===== config.mk =====
export PLATFORM = sky130hd
export DESIGN_NAME = scale_frame_overload_monitor_top
export DESIGN_NICKNAME = d
export VERILOG_FILES = /design/src/sfom_pkg.sv /design/src/sfom_front.sv /design/src/sfom_queue.sv /design/src/sfom_back.sv /design/src/scale_frame_overload_monitor_top.sv
export SDC_FILE = /design/constraint.sdc
export NUM_CORES = 1
export LEC_CHECK = 0
export BUFFER_PORTS_ARGS = -buffer_cell sky130_fd_sc_hd__clkbuf_2
export CAP_MARGIN = 15
export CELL_PAD_IN_SITES_DETAIL_PLACEMENT = 1
export CELL_PAD_IN_SITES_GLOBAL_PLACEMENT = 2
export CORE_ASPECT_RATIO = 1.1
export CORE_MARGIN = 2
export CORE_UTILIZATION = 25
export CTS_CLUSTER_SIZE = 25
export DETAILED_ROUTE_END_ITERATION = 8
export PLACE_DENSITY = 0.61
export SYNTH_ARGS = -nofsm -noshare
export SYNTH_HDL_FRONTEND = slang
export SYNTH_HIERARCHICAL = 1
export SYNTH_SLANG_ARGS = --single-unit

===== constraint.sdc =====
create_clock -name i_clk -period 4.95 [get_ports i_clk]
set_input_delay 0.7425 -clock i_clk [delete_from_list [all_inputs] [get_ports i_clk]]
set_output_delay 0.7425 -clock i_clk [all_outputs]
set_load 0.02 [all_outputs]

===== src/sfom_pkg.sv =====
`timescale 1ns / 1ps
// ----------------------------------------------------------------------------
// sfom_pkg - shared types and constants of the scale frame overload monitor
// Item kinds, queue entry layout, register indexes and reset values.
// ----------------------------------------------------------------------------
package sfom_pkg;

    localparam int FRAME_CHARS_DEF = 8;
    localparam int FRAME_W         = 64;
    localparam int CHAR_W          = 8;
    localparam int WEIGHT_W        = 16;
    localparam int QUEUE_DEPTH     = 2;
    localparam int CFG_IDX_W       = 4;
    localparam int CFG_DATA_W      = 16;
    localparam int CNT_W           = 4;

    typedef enum logic [1:0] {
        KIND_TOTAL = 2'd0,
        KIND_FAIL  = 2'd1,
        KIND_INCR  = 2'd2,
        KIND_ACK   = 2'd3
    } t_kind;

    // Decoded item as it travels through the queue
    typedef struct packed {
        logic                has_frame;
        logic                periodic;
        logic                failed;
        logic                ack;
        logic [FRAME_W-1:0]  frame;
    } t_cmd;

    localparam logic [CFG_IDX_W-1:0] CFG_FULL_THR  = 4'd0;
    localparam logic [CFG_IDX_W-1:0] CFG_CLEAR_THR = 4'd1;
    localparam logic [CFG_IDX_W-1:0] CFG_WINDOW    = 4'd2;
    localparam logic [CFG_IDX_W-1:0] CFG_ERR_LIMIT = 4'd3;

    localparam logic [WEIGHT_W-1:0] FULL_THR_RST  = 16'd5000;
    localparam logic [WEIGHT_W-1:0] CLEAR_THR_RST = 16'd4000;
    localparam logic [CNT_W-1:0]    WINDOW_RST    = 4'd10;
    localparam logic [CNT_W-1:0]    ERR_LIMIT_RST = 4'd2;
    localparam logic [CNT_W-1:0]    CNT_MAX       = 4'd15;

    localparam logic [WEIGHT_W-1:0] WEIGHT_MAX = 16'hFFFF;

    localparam logic [CHAR_W-1:0] CH_ZERO  = 8'h30;
    localparam logic [CHAR_W-1:0] CH_NINE  = 8'h39;
    localparam logic [CHAR_W-1:0] CH_MINUS = 8'h2D;

endpackage


===== src/sfom_front.sv =====
`timescale 1ns / 1ps
// ----------------------------------------------------------------------------
// sfom_front - input stage
// Takes items from the input channel, decodes the kind and hands the
// decoded entry to the queue.
// ----------------------------------------------------------------------------
module sfom_front (
    input  logic                          i_clk,
    input  logic                          i_rst_n,
    input  logic                          i_in_valid,
    output logic                          o_in_stall,
    input  logic [1:0]                    i_in_kind,
    input  logic [sfom_pkg::FRAME_W-1:0]  i_in_frame,
    output logic                          o_push,
    output sfom_pkg::t_cmd                o_cmd,
    input  logic                          i_full
);

    logic           r_valid;
    sfom_pkg::t_cmd r_cmd;
    sfom_pkg::t_cmd n_cmd;
    logic           w_accept;

    assign o_push     = r_valid & ~i_full;
    assign o_in_stall = r_valid & i_full;
    assign w_accept   = i_in_valid & ~o_in_stall;
    assign o_cmd      = r_cmd;

    always_comb begin
        n_cmd.has_frame = 1'b0;
        n_cmd.periodic  = 1'b0;
        n_cmd.failed    = 1'b0;
        n_cmd.ack       = 1'b0;
        n_cmd.frame     = i_in_frame;
        unique case (sfom_pkg::t_kind'(i_in_kind))
            sfom_pkg::KIND_TOTAL: begin
                n_cmd.has_frame = 1'b1;
                n_cmd.periodic  = 1'b1;
            end
            sfom_pkg::KIND_FAIL: begin
                n_cmd.periodic  = 1'b1;
                n_cmd.failed    = 1'b1;
            end
            sfom_pkg::KIND_INCR: begin
                n_cmd.has_frame = 1'b1;
            end
            sfom_pkg::KIND_ACK: begin
                n_cmd.ack       = 1'b1;
            end
            default: begin
                n_cmd.ack       = 1'b0;
            end
        endcase
    end

    always_ff @(posedge i_clk) begin
        if (!i_rst_n) begin
            r_valid <= 1'b0;
        end else if (w_accept) begin
            r_valid <= 1'b1;
        end else if (o_push) begin
            r_valid <= 1'b0;
        end
    end

    always_ff @(posedge i_clk) begin
        if (w_accept) begin
            r_cmd <= n_cmd;
        end
    end

endmodule


===== src/sfom_queue.sv =====
`timescale 1ns / 1ps
// ----------------------------------------------------------------------------
// sfom_queue - short queue between front and back
// Register-based FIFO of decoded entries.
// ----------------------------------------------------------------------------
module sfom_queue (
    input  logic           i_clk,
    input  logic           i_rst_n,
    input  logic           i_push,
    input  sfom_pkg::t_cmd i_cmd,
    output logic           o_full,
    input  logic           i_pop,
    output sfom_pkg::t_cmd o_cmd,
    output logic           o_empty
);

    localparam int Depth = sfom_pkg::QUEUE_DEPTH;
    localparam int PtrW  = (Depth > 1) ? $clog2(Depth) : 1;
    localparam int CntW  = $clog2(Depth + 1);

    sfom_pkg::t_cmd    r_mem [Depth];
    logic [PtrW-1:0]   r_wr_ptr;
    logic [PtrW-1:0]   r_rd_ptr;
    logic [CntW-1:0]   r_count;

    assign o_full  = (r_count == CntW'(Depth));
    assign o_empty = (r_count == '0);
    assign o_cmd   = r_mem[r_rd_ptr];

    function automatic logic [PtrW-1:0] ptr_inc(input logic [PtrW-1:0] ptr);
        ptr_inc = (ptr == PtrW'(Depth - 1)) ? '0 : ptr + 1'b1;
    endfunction

    always_ff @(posedge i_clk) begin
        if (!i_rst_n) begin
            r_wr_ptr <= '0;
            r_rd_ptr <= '0;
            r_count  <= '0;
        end else begin
            if (i_push) begin
                r_wr_ptr <= ptr_inc(r_wr_ptr);
            end
            if (i_pop) begin
                r_rd_ptr <= ptr_inc(r_rd_ptr);
            end
            if (i_push && !i_pop) begin
                r_count <= r_count + 1'b1;
            end else if (i_pop && !i_push) begin
                r_count <= r_count - 1'b1;
            end
        end
    end

    always_ff @(posedge i_clk) begin
        if (i_push) begin
            r_mem[r_wr_ptr] <= i_cmd;
        end
    end

endmodule


===== src/sfom_back.sv =====
`timescale 1ns / 1ps
// ----------------------------------------------------------------------------
// sfom_back - frame parser and monitor state
// Scans one character per cycle, then updates the overload counter, the
// error window and the bin-full flag, and loads the output register.
// ----------------------------------------------------------------------------
module sfom_back #(
    parameter int FrameChars = sfom_pkg::FRAME_CHARS_DEF
) (
    input  logic                              i_clk,
    input  logic                              i_rst_n,
    input  logic                              i_cfg_valid,
    input  logic [sfom_pkg::CFG_IDX_W-1:0]    i_cfg_index,
    input  logic [sfom_pkg::CFG_DATA_W-1:0]   i_cfg_data,
    input  sfom_pkg::t_cmd                    i_cmd,
    input  logic                              i_empty,
    output logic                              o_pop,
    output logic                              o_out_valid,
    input  logic                              i_out_stall,
    output logic [sfom_pkg::WEIGHT_W-1:0]     o_out_weight,
    output logic                              o_out_weight_valid,
    output logic [1:0]                        o_out_over_level,
    output logic                              o_out_bin_alarm,
    output logic                              o_out_weigher_error
);

    localparam int CharCntW = (FrameChars > 1) ? $clog2(FrameChars) : 1;
    localparam int ProdW    = sfom_pkg::WEIGHT_W + 4;
    localparam int W        = sfom_pkg::WEIGHT_W;
    localparam int CW       = sfom_pkg::CNT_W;
    localparam int ChW      = sfom_pkg::CHAR_W;
    localparam int FW       = sfom_pkg::FRAME_W;

    typedef enum logic [2:0] {
        ST_IDLE   = 3'b001,
        ST_PARSE  = 3'b010,
        ST_UPDATE = 3'b100
    } t_bstate;

    t_bstate r_state, n_state;

    // configuration
    logic [W-1:0]  r_full_thr;
    logic [W-1:0]  r_clear_thr;
    logic [CW-1:0] r_window;
    logic [CW-1:0] r_err_limit;

    // monitor state
    logic [1:0]    r_over;
    logic          r_ack;
    logic          r_full;
    logic          r_err;
    logic [CW-1:0] r_reads;
    logic [CW-1:0] r_fails;
    logic [1:0]    n_over;
    logic          n_ack;
    logic          n_full;
    logic          n_err;
    logic [CW-1:0] n_reads;
    logic [CW-1:0] n_fails;

    // item in work
    sfom_pkg::t_cmd        r_cmd;
    logic [FW-1:0]         r_shift;
    logic [W-1:0]          r_acc;
    logic                  r_neg;
    logic [CharCntW-1:0]   r_cnt;

    logic [ChW-1:0]   w_char;
    logic             w_digit;
    logic [ProdW-1:0] w_prod;
    logic [W-1:0]     n_acc;
    logic [W-1:0]     w_weight;
    logic             w_out_free;
    logic             w_done;
    logic             w_load;

    assign w_char  = r_shift[FW-1 -: ChW];
    assign w_digit = (w_char >= sfom_pkg::CH_ZERO) && (w_char <= sfom_pkg::CH_NINE);
    // acc * 10 + digit; ASCII digit value sits in the low nibble
    assign w_prod  = ({4'd0, r_acc} << 3) + ({4'd0, r_acc} << 1)
                   + {{(ProdW-4){1'b0}}, w_char[3:0]};
    assign n_acc   = (w_prod > {4'd0, sfom_pkg::WEIGHT_MAX}) ? sfom_pkg::WEIGHT_MAX
                                                             : w_prod[W-1:0];
    assign w_weight = r_neg ? '0 : r_acc;

    assign w_out_free = ~o_out_valid | ~i_out_stall;
    assign w_done     = (r_state == ST_UPDATE) && w_out_free;
    assign w_load     = ~i_empty && ((r_state == ST_IDLE) || w_done);
    assign o_pop      = w_load;

    // state update for the item held in r_cmd
    always_comb begin
        n_over  = r_over;
        n_ack   = r_ack;
        n_full  = r_full;
        n_err   = r_err;
        n_reads = r_reads;
        n_fails = r_fails;
        if (r_cmd.has_frame && r_cmd.periodic) begin
            if (w_weight >= r_full_thr) begin
                n_over = (r_over != 2'd0) ? 2'd3 : 2'd1;
            end else if (w_weight < r_clear_thr) begin
                if (r_over != 2'd0) begin
                    n_over = r_over - 2'd1;
                end
            end
        end
        if (r_cmd.periodic) begin
            if (r_reads != sfom_pkg::CNT_MAX) begin
                n_reads = r_reads + 1'b1;
            end
            if (r_cmd.failed && (r_fails != sfom_pkg::CNT_MAX)) begin
                n_fails = r_fails + 1'b1;
            end
            if (n_reads >= r_window) begin
                n_err   = (n_fails >= r_err_limit);
                n_reads = '0;
                n_fails = '0;
            end
            if (n_over == 2'd0) begin
                n_full = 1'b0;
                n_ack  = 1'b0;
            end else if (!r_ack && (n_over >= 2'd2)) begin
                n_full = 1'b1;
            end
        end
        if (r_cmd.ack) begin
            n_ack = 1'b1;
        end
    end

    always_comb begin
        n_state = r_state;
        unique case (r_state)
            ST_IDLE: begin
                if (w_load) begin
                    n_state = i_cmd.has_frame ? ST_PARSE : ST_UPDATE;
                end
            end
            ST_PARSE: begin
                if (r_cnt == CharCntW'(FrameChars - 1)) begin
                    n_state = ST_UPDATE;
                end
            end
            ST_UPDATE: begin
                if (w_load) begin
                    n_state = i_cmd.has_frame ? ST_PARSE : ST_UPDATE;
                end else if (w_done) begin
                    n_state = ST_IDLE;
                end
            end
            default: begin
                n_state = ST_IDLE;
            end
        endcase
    end

    always_ff @(posedge i_clk) begin
        if (!i_rst_n) begin
            r_state     <= ST_IDLE;
            r_full_thr  <= sfom_pkg::FULL_THR_RST;
            r_clear_thr <= sfom_pkg::CLEAR_THR_RST;
            r_window    <= sfom_pkg::WINDOW_RST;
            r_err_limit <= sfom_pkg::ERR_LIMIT_RST;
            r_over      <= '0;
            r_ack       <= 1'b0;
            r_full      <= 1'b0;
            r_err       <= 1'b0;
            r_reads     <= '0;
            r_fails     <= '0;
            o_out_valid <= 1'b0;
        end else begin
            r_state <= n_state;
            if (i_cfg_valid) begin
                case (i_cfg_index)
                    sfom_pkg::CFG_FULL_THR:  r_full_thr  <= i_cfg_data;
                    sfom_pkg::CFG_CLEAR_THR: r_clear_thr <= i_cfg_data;
                    sfom_pkg::CFG_WINDOW:    r_window    <= i_cfg_data[CW-1:0];
                    sfom_pkg::CFG_ERR_LIMIT: r_err_limit <= i_cfg_data[CW-1:0];
                    default: begin
                    end
                endcase
            end
            if (w_done) begin
                r_over      <= n_over;
                r_ack       <= n_ack;
                r_full      <= n_full;
                r_err       <= n_err;
                r_reads     <= n_reads;
                r_fails     <= n_fails;
                o_out_valid <= 1'b1;
            end else if (!i_out_stall) begin
                o_out_valid <= 1'b0;
            end
        end
    end

    always_ff @(posedge i_clk) begin
        if (w_load) begin
            r_cmd   <= i_cmd;
            r_shift <= i_cmd.frame;
            r_acc   <= '0;
            r_neg   <= 1'b0;
            r_cnt   <= '0;
        end else if (r_state == ST_PARSE) begin
            r_shift <= r_shift << ChW;
            r_cnt   <= r_cnt + 1'b1;
            if (w_digit) begin
                r_acc <= n_acc;
            end else if (w_char == sfom_pkg::CH_MINUS) begin
                r_neg <= 1'b1;
            end
        end
        if (w_done) begin
            o_out_weight        <= r_cmd.has_frame ? w_weight : '0;
            o_out_weight_valid  <= r_cmd.has_frame;
            o_out_over_level    <= n_over;
            o_out_bin_alarm     <= n_full;
            o_out_weigher_error <= n_err;
        end
    end

endmodule


===== src/scale_frame_overload_monitor_top.sv =====
`timescale 1ns / 1ps
// ----------------------------------------------------------------------------
// scale_frame_overload_monitor_top - weighing scale frame monitor
// Parses ASCII weight frames and tracks overload, bin-full and read errors.
// ----------------------------------------------------------------------------
// Usage:
//   Input channel (i_in_valid / o_in_stall) carries one item per transfer:
//   a kind code and an eight-character frame, first character in the top
//   byte. Every item gives exactly one result on the output channel
//   (o_out_valid / i_out_stall), in order.
//   Configuration writes (i_cfg_valid / o_cfg_ready) go to the thresholds
//   and error window registers; o_cfg_ready is always high. Write them only
//   while no item is in flight. Unknown indexes are dropped.
//   The back end scans one character per cycle and loads the next item
//   as it finishes the last, so other kinds go through one per cycle
//   while the output is not stalled.
//   A front register and a two-entry queue decouple input from the back
//   end; a stalled result holds in the output register while the front
//   keeps taking items until the queue fills, then raises o_in_stall.
//   Reset (synchronous, active low) clears the queue, the monitor state
//   and loads the register defaults.
// ----------------------------------------------------------------------------
module scale_frame_overload_monitor_top #(
    parameter int FrameChars = sfom_pkg::FRAME_CHARS_DEF
) (
    input  logic                              i_clk,
    input  logic                              i_rst_n,
    input  logic                              i_in_valid,
    output logic                              o_in_stall,
    input  logic [1:0]                        i_in_kind,
    input  logic [sfom_pkg::FRAME_W-1:0]      i_in_frame,
    output logic                              o_out_valid,
    input  logic                              i_out_stall,
    output logic [sfom_pkg::WEIGHT_W-1:0]     o_out_weight,
    output logic                              o_out_weight_valid,
    output logic [1:0]                        o_out_over_level,
    output logic                              o_out_bin_alarm,
    output logic                              o_out_weigher_error,
    input  logic                              i_cfg_valid,
    output logic                              o_cfg_ready,
    input  logic [sfom_pkg::CFG_IDX_W-1:0]    i_cfg_index,
    input  logic [sfom_pkg::CFG_DATA_W-1:0]   i_cfg_data
);

    sfom_pkg::t_cmd w_front_cmd;
    sfom_pkg::t_cmd w_queue_cmd;
    logic           w_push;
    logic           w_full;
    logic           w_pop;
    logic           w_empty;

    assign o_cfg_ready = 1'b1;

    sfom_front u_front (
        .i_clk      (i_clk),
        .i_rst_n    (i_rst_n),
        .i_in_valid (i_in_valid),
        .o_in_stall (o_in_stall),
        .i_in_kind  (i_in_kind),
        .i_in_frame (i_in_frame),
        .o_push     (w_push),
        .o_cmd      (w_front_cmd),
        .i_full     (w_full)
    );

    sfom_queue u_queue (
        .i_clk   (i_clk),
        .i_rst_n (i_rst_n),
        .i_push  (w_push),
        .i_cmd   (w_front_cmd),
        .o_full  (w_full),
        .i_pop   (w_pop),
        .o_cmd   (w_queue_cmd),
        .o_empty (w_empty)
    );

    sfom_back #(
        .FrameChars (FrameChars)
    ) u_back (
        .i_clk               (i_clk),
        .i_rst_n             (i_rst_n),
        .i_cfg_valid         (i_cfg_valid & o_cfg_ready),
        .i_cfg_index         (i_cfg_index),
        .i_cfg_data          (i_cfg_data),
        .i_cmd               (w_queue_cmd),
        .i_empty             (w_empty),
        .o_pop               (w_pop),
        .o_out_valid         (o_out_valid),
        .i_out_stall         (i_out_stall),
        .o_out_weight        (o_out_weight),
        .o_out_weight_valid  (o_out_weight_valid),
        .o_out_over_level    (o_out_over_level),
        .o_out_bin_alarm     (o_out_bin_alarm),
        .o_out_weigher_error (o_out_weigher_error)
    );

endmodule

---- After elaboration in Yosys (flattened, before gate mapping) ----
Memory sizes are Yosys's and may differ from the RTL's. A register that Yosys moved wholly into a read port is not among the register bits.
Cells that the tools add are included.
W data, S select, Z words.
word-level totals
  flip-flop bits (word level) ............. 239
  bits in latches ......................... 0
  memory bits (writable) .................. 136
  memory bits (read-only) ................. 0
  bits of input ports ..................... 91
  output and inout port bits .............. 24
  word-level logic and storage cells ...... 159
  memories ................................ 1
memory list
  name           depth  width  rd ports  clocked after memory_dff  write ports  RTL line          source
  u_queue.r_mem  2      68     1         1                         1            sfom_queue.sv:21  sfom_pkg::t_cmd r_mem [Depth];
cells by class
  add/sub/neg operators ................... 10
  multipliers ............................. 0
  divide/modulo/power cells ............... 0
  magnitude comparators ................... 8
  equality and inequality tests ........... 18
  shift-type cells ........................ 0
  mux-type cells .......................... 45
  bitwise gates (word level) .............. 10
  reduce and logical (&&, ||, !) cells .... 33
operators by type and width
  operator                number
  $mux W64                2
  $mux W16                2
  $mux W4                 6
  $mux W1                 22
  $add A19 B17 Y20        1
  $add A20 B4 Y20         1
  $gt A20 B16 Y1 const B  1
  $ge A16 B16 Y1          1
  $lt A16 B16 Y1          1
  $mux W3                 5
  $mux W2                 7
  $reduce_and A2 Y1       6
  $reduce_bool A2 Y1      6
  $pmux W3 S3             1
  $reduce_and A3 Y1       3
  $add A4 B1 Y4 const B   2
  $eq A4 B2 Y1 const B    2
  $eq A8 B6 Y1 const B    1
  $ge A4 B4 Y1            2
  $ge A8 B6 Y1 const B    1
  $le A8 B6 Y1 const B    1
  $logic_and A1 B1 Y1     8
  $ne A4 B4 Y1 const B    2
  $eq A2 B2 Y1 const B    3
  21 further kinds        37

---- Depth between registers and ports, before layout ----
  word-level depth ........................ 10
  gate-level depth with buffers ........... 12
  depth with buffers taken out ............ 12

---- Modules after synthesis ----
Netlist, hierarchy kept.
modules (own cells, without submodules)
  module                            instances  cells an instance  area an instance (µm²)
  sfom_back                         1          930                8743.4
  sfom_queue                        1          234                5213.8
  sfom_front                        1          77                 2107.0
  scale_frame_overload_monitor_top  1          2                  11.3

---- Worst setup path after synthesis ----
Ideal clock, no wire load.
  kind .................................... register -> register
  start point ............................. register u_queue.r_count[0]
  end point ............................... memory u_queue/r_mem[0][0] in the netlist's numbering (enable)
  setup time .............................. 503 ps
  data arrival time ....................... 3739 ps
  required time ........................... 4447 ps
  path slack .............................. 708 ps
  cell stages (with the launch flop) ...... 4
  clock period less this slack ............ 4242 ps
  path through ............................ dfxtp_1 -> nor2b_1 -> and2b_1 -> nor2b_1
on the way
  cells in the longest elaborated chain, start to end .. 5
RTL lines
  what                           RTL line                                source
  start, declared                sfom_queue.sv:24                        logic [CntW-1:0] r_count;
  start signal, assigned         sfom_queue.sv:47                        r_count <= r_count + 1'b1;
  start signal, assigned         sfom_queue.sv:49                        r_count <= r_count - 1'b1;
  $eq A2 B2 Y1                   sfom_queue.sv:26                        assign o_full = (r_count == CntW'(Depth));
  via w_full                     scale_frame_overload_monitor_top.sv:48  logic w_full;
  $not A1 Y1                     sfom_front.sv:24                        assign o_push = r_valid & ~i_full;
  $and A1 B1 Y1                  sfom_front.sv:24
  via w_push                     scale_frame_overload_monitor_top.sv:47  logic w_push;
  $mux W1                        sfom_queue.sv:55                        if (i_push) begin
  $mux W1 (implied by the code)  sfom_queue.sv:56                        r_mem[r_wr_ptr] <= i_cmd;
  end, declared                  sfom_queue.sv:21
The timed path passes the listed nets, and every way through them passes these cells.

---- Worst setup path after layout ----
  start point ............................. register u_back.r_shift[59]
  end point ............................... register u_back.r_acc[2]
on the way
  cells in the longest elaborated chain, start to end .. 3
RTL lines
  what                                                          RTL line                          source
  start, declared                                               sfom_back.sv:64                   logic [FW-1:0] r_shift;
  start signal, assigned                                        sfom_back.sv:202                  r_shift <= i_cmd.frame;
  start signal, assigned                                        sfom_back.sv:207                  r_shift <= r_shift << ChW;
  $add A20 B4 Y20, or another cell as far along                 sfom_back.sv:82                   + {{(ProdW-4){1'b0}}, w_char[3:0]};
  $gt A20 B16 Y1 / $logic_and A1 B1 Y1 (equally long branches)  sfom_back.sv:83, sfom_back.sv:79
  $mux W16 / $reduce_and A2 Y1 (equally long branches)          --
  end signal, assigned                                          sfom_back.sv:210                  r_acc <= n_acc;
  end, declared                                                 sfom_back.sv:65                   logic [W-1:0] r_acc;
Parallel ways exist; a longest one is shown, timed or not.
A chain may end at the register's enable or synchronous reset.

==> impl_results.md <==
* Status: complete, no violations
* WS Path Type: reg -> reg
* Setup Fix Bufs, Post-CTS at 0
* VDD IR max at 334.3 uV
* Vias per Instance at 4.281
* Die ar. at 66350 um^2
* Post-synthesis mux area share at 5.869%
* Setup TNS Final at 0 ns
* Critical path cell sequence: fa_1 -> fa_1 -> a211oi_2 -> o21ai_2 -> o31ai_2 -> o31a_4 -> o21a_1 -> a211oi_2 -> nor3_4 -> a21oi_1
* Final setup fails at 0
* Count of cell types in the netlist at 68
* Count of boundary I/O pins at 115
* Yosys warns at 6
* Xor/xnor share of the synthesized area at 0.9807%
* Clock root buffer: clkbuf_16
* Routed wire length at 36060 um
* First-pass GRT wire length at 57900 um
* DR pass1 iterations at 6
* Worst slew margin at 36.57%
* DP Wirelength at 24570 um
* Period utilization at 73.95%
* Die W at 245.8 um
* P&R area growth vs syn at 18.63%
* Largest net degree at the start of global routing at 65
* Most common library cell in the layout ignoring fill and taps: edfxtp_1
* Clock buffer depth at 3
* Syn Std Cell Area at 16080 um^2
* Starting DRC count in detailed routing at 369
* Total of max-cap violations at 0
* Final design utilization at 29.99%
* Slowest CP cell: nor3_4
* Slew Limit Fails at 0
* Ys flop type: edfxtp_1
* Overall Global Routing Usage at 10.95%
* Fmax achieved at 0.2732 GHz
* Ant. Diodes at 0
* H-Tree Depth at 2
* Row Count at 97
* Min Tclk post-route at 3.661 ns
* Routed Antenna Nets at 0
* Share of layout cells above drive strength 1 at 20.80%
* Vias in the first global route at 10545
* CTS tree: done
* Critical path's largest stage delay at 0.75 ns
* Die Ht at 270.0 um
* Compound-Gate Fraction of Synth Area at 7.698%
* Core area at 63600 um^2
* PortBufs at 113
* CP Capture Type: flip-flop
* Syn_nets at 1411
* CTS hold repair buffers at 0
* Antenna violations before repair at 0
* Required time of the critical path at 5.37 ns
* Average wire per standard cell at 16.06 um
* Final #Nets at 1538
* CTS-repair resized insts at 0
* Unrepaired setup endpoints after global routing: no
* CTS Buf Count at 44
* Clock Latency Late Sink at 0.58 ns
* Residual DRC count at 0
* Power density over the cells at 480.2 nW/um^2
* Initial Util at 25.28%
* Final hold vios at 0
* Leakage at 7.334 nW
* Syn Area/Cell at 12.93 um^2
* Number of synthesized register bits at 376
* Adder-Cell Fraction of Synth Area at 6.087%
* Worst path arrival time at 4.08 ns
* Final Wtd Congestion at 0.7683
* Commonest non-fill, non-tap cells in the layout: edfxtp_1 (293), nand2_1 (258), clkbuf_2 (113), dfxtp_1 (82), ha_1 (75)
* Worst-Margin Slew at 0.9479 ns
* Seq/Total Area, Yosys at 65.07%
* Crit path launch type: flip-flop
* Clock sink count at 376
* Clk_skew at 0.01917 ns
* Largest family of logic cells by synthesized area: simple AND/OR/NAND/NOR gates
* Cells after synthesis at 1243
* Via count at 9611
* CTS clk-pin slew, worst paths at 0.06 ns
* Remaining Overflow, GRT at 0
* Crit-path max FO at 16
* Simple logic cell fraction of the synthesized area at 11.64%
* Ys async rst share at 0%
* Hold Path Class: in -> reg
* Post-synth EDFFs at 293
-- routing by layer --
metal,wire length (um),part of all wire [%],up-vias,GRT usage (%)
li1,-,-,4686,-
met1,15770,44,4720,13.08
met2,18040,50,143,19.67
met3,1358,3.8,62,2.077
met4,887,2.5,0,3.429
met5,0,0,-,0
-- sequential cells by signal, indices dropped and copies added (netlist names), 16 cells and up, named ones only --
register,cells
u_back/r_acc,16
u_queue/r_mem,136
u_back/r_clear_thr,16
u_back/o_out_weight,16
u_back/r_shift,64
u_back/r_full_thr,16
u_front/o_cmd,68
-- final timing paths --
| kind | endpoint | start | cells past startpoint | slack, ns |
|---|---|---|---|---|
| hold / removal | u_front/o_cmd[9] | i_in_frame[9] | 1 | 0.34 |
| setup reg to reg | u_back/r_acc[2] | u_back/r_shift[59] | 10 | 1.29 |
| hold reg to reg | u_queue/r_mem[1][38] | u_front/o_cmd[38] | 0 | 0.44 |
| setup / recovery | u_back/r_acc[2] | u_back/r_shift[59] | 10 | 1.29 |
-- metrics by stage --
step | instances | hold slack (ns) | total power [mW] | cell area, um^2 | setup slack [ns]
global route | 2245 | 0.3060 | 9.677 | 19070 | 1.008
finish | 2245 | 0.3373 | 9.158 | 19070 | 1.290
global placement | 2165 | 0.4273 | 5.980 | 17610 | 1.290
CTS | 2245 | 0.2926 | 9.372 | 19070 | 1.251
floorplan | 1243 | 0.4215 | 5.476 | 16080 | 0.7078
detailed placement | 2165 | 0.4315 | 6.015 | 17610 | 1.262
-- synth_stat cells (all sizes together), types with 9 or more instances --
cell type | count | share of area (%)
a21oi | 48 | 1.7
a211oi | 10 | 0.56
o211ai | 19 | 0.98
nor2 | 37 | 0.86
xnor2 | 9 | 0.49
edfxtp | 293 | 55
dfxtp | 83 | 10
and2 | 31 | 1.2
ha | 75 | 5.8
inv | 53 | 1.2
xor2 | 9 | 0.49
clkbuf | 30 | 0.70
nor2b | 36 | 1.4
nor3 | 9 | 0.35
o21ai | 38 | 1.2
nand3 | 19 | 0.59
a21boi | 31 | 1.4
buf | 13 | 0.68
nand2 | 259 | 6.0
mux2 | 70 | 5.4
-- logic make-up (layout without fill, tap and decap cells) --
| group | after synthesis | count (layout) |
|---|---|---|
| flip-flops | 376 | 376 |
| AND/OR/NAND/NOR | 416 | 416 |
| other | 1 | 1 |
| multiplexers | 78 | 78 |
| AO/OA/AOI/OAI | 180 | 180 |
| adder cells (fa/ha/maj) | 77 | 77 |
| buffers and inverters | 97 | 258 |
| XOR/XNOR | 18 | 18 |
-- worst max-delay path: cells and delay by family, from the launching register on --
kind	cells	cell delay [ns]
compound gates	7	1.26
fa+ha+maj	2	1.05
flops	1	0.43
simple gates	1	0.75
-- power breakdown --
part	switching, mW	total [mW]	internal [mW]
Clock	1.32	3.28	1.96
Combinational	0.995	1.52	0.522
Sequential	0.224	4.36	4.14
Total	2.54	9.16	6.62
-- final cells by class --
type	count	area (um^2)
Fill cell	6957	44530
Sequential cell	376	10460
Multi-Input combinational cell	770	5239
Clock buffer	56	1146
Tap cell	841	1052
Timing Repair Buffer	124	648.1
Clock inverter	24	319.1
Inverter	54	202.7
Note: power is estimated with default switching activity, not from simulation.
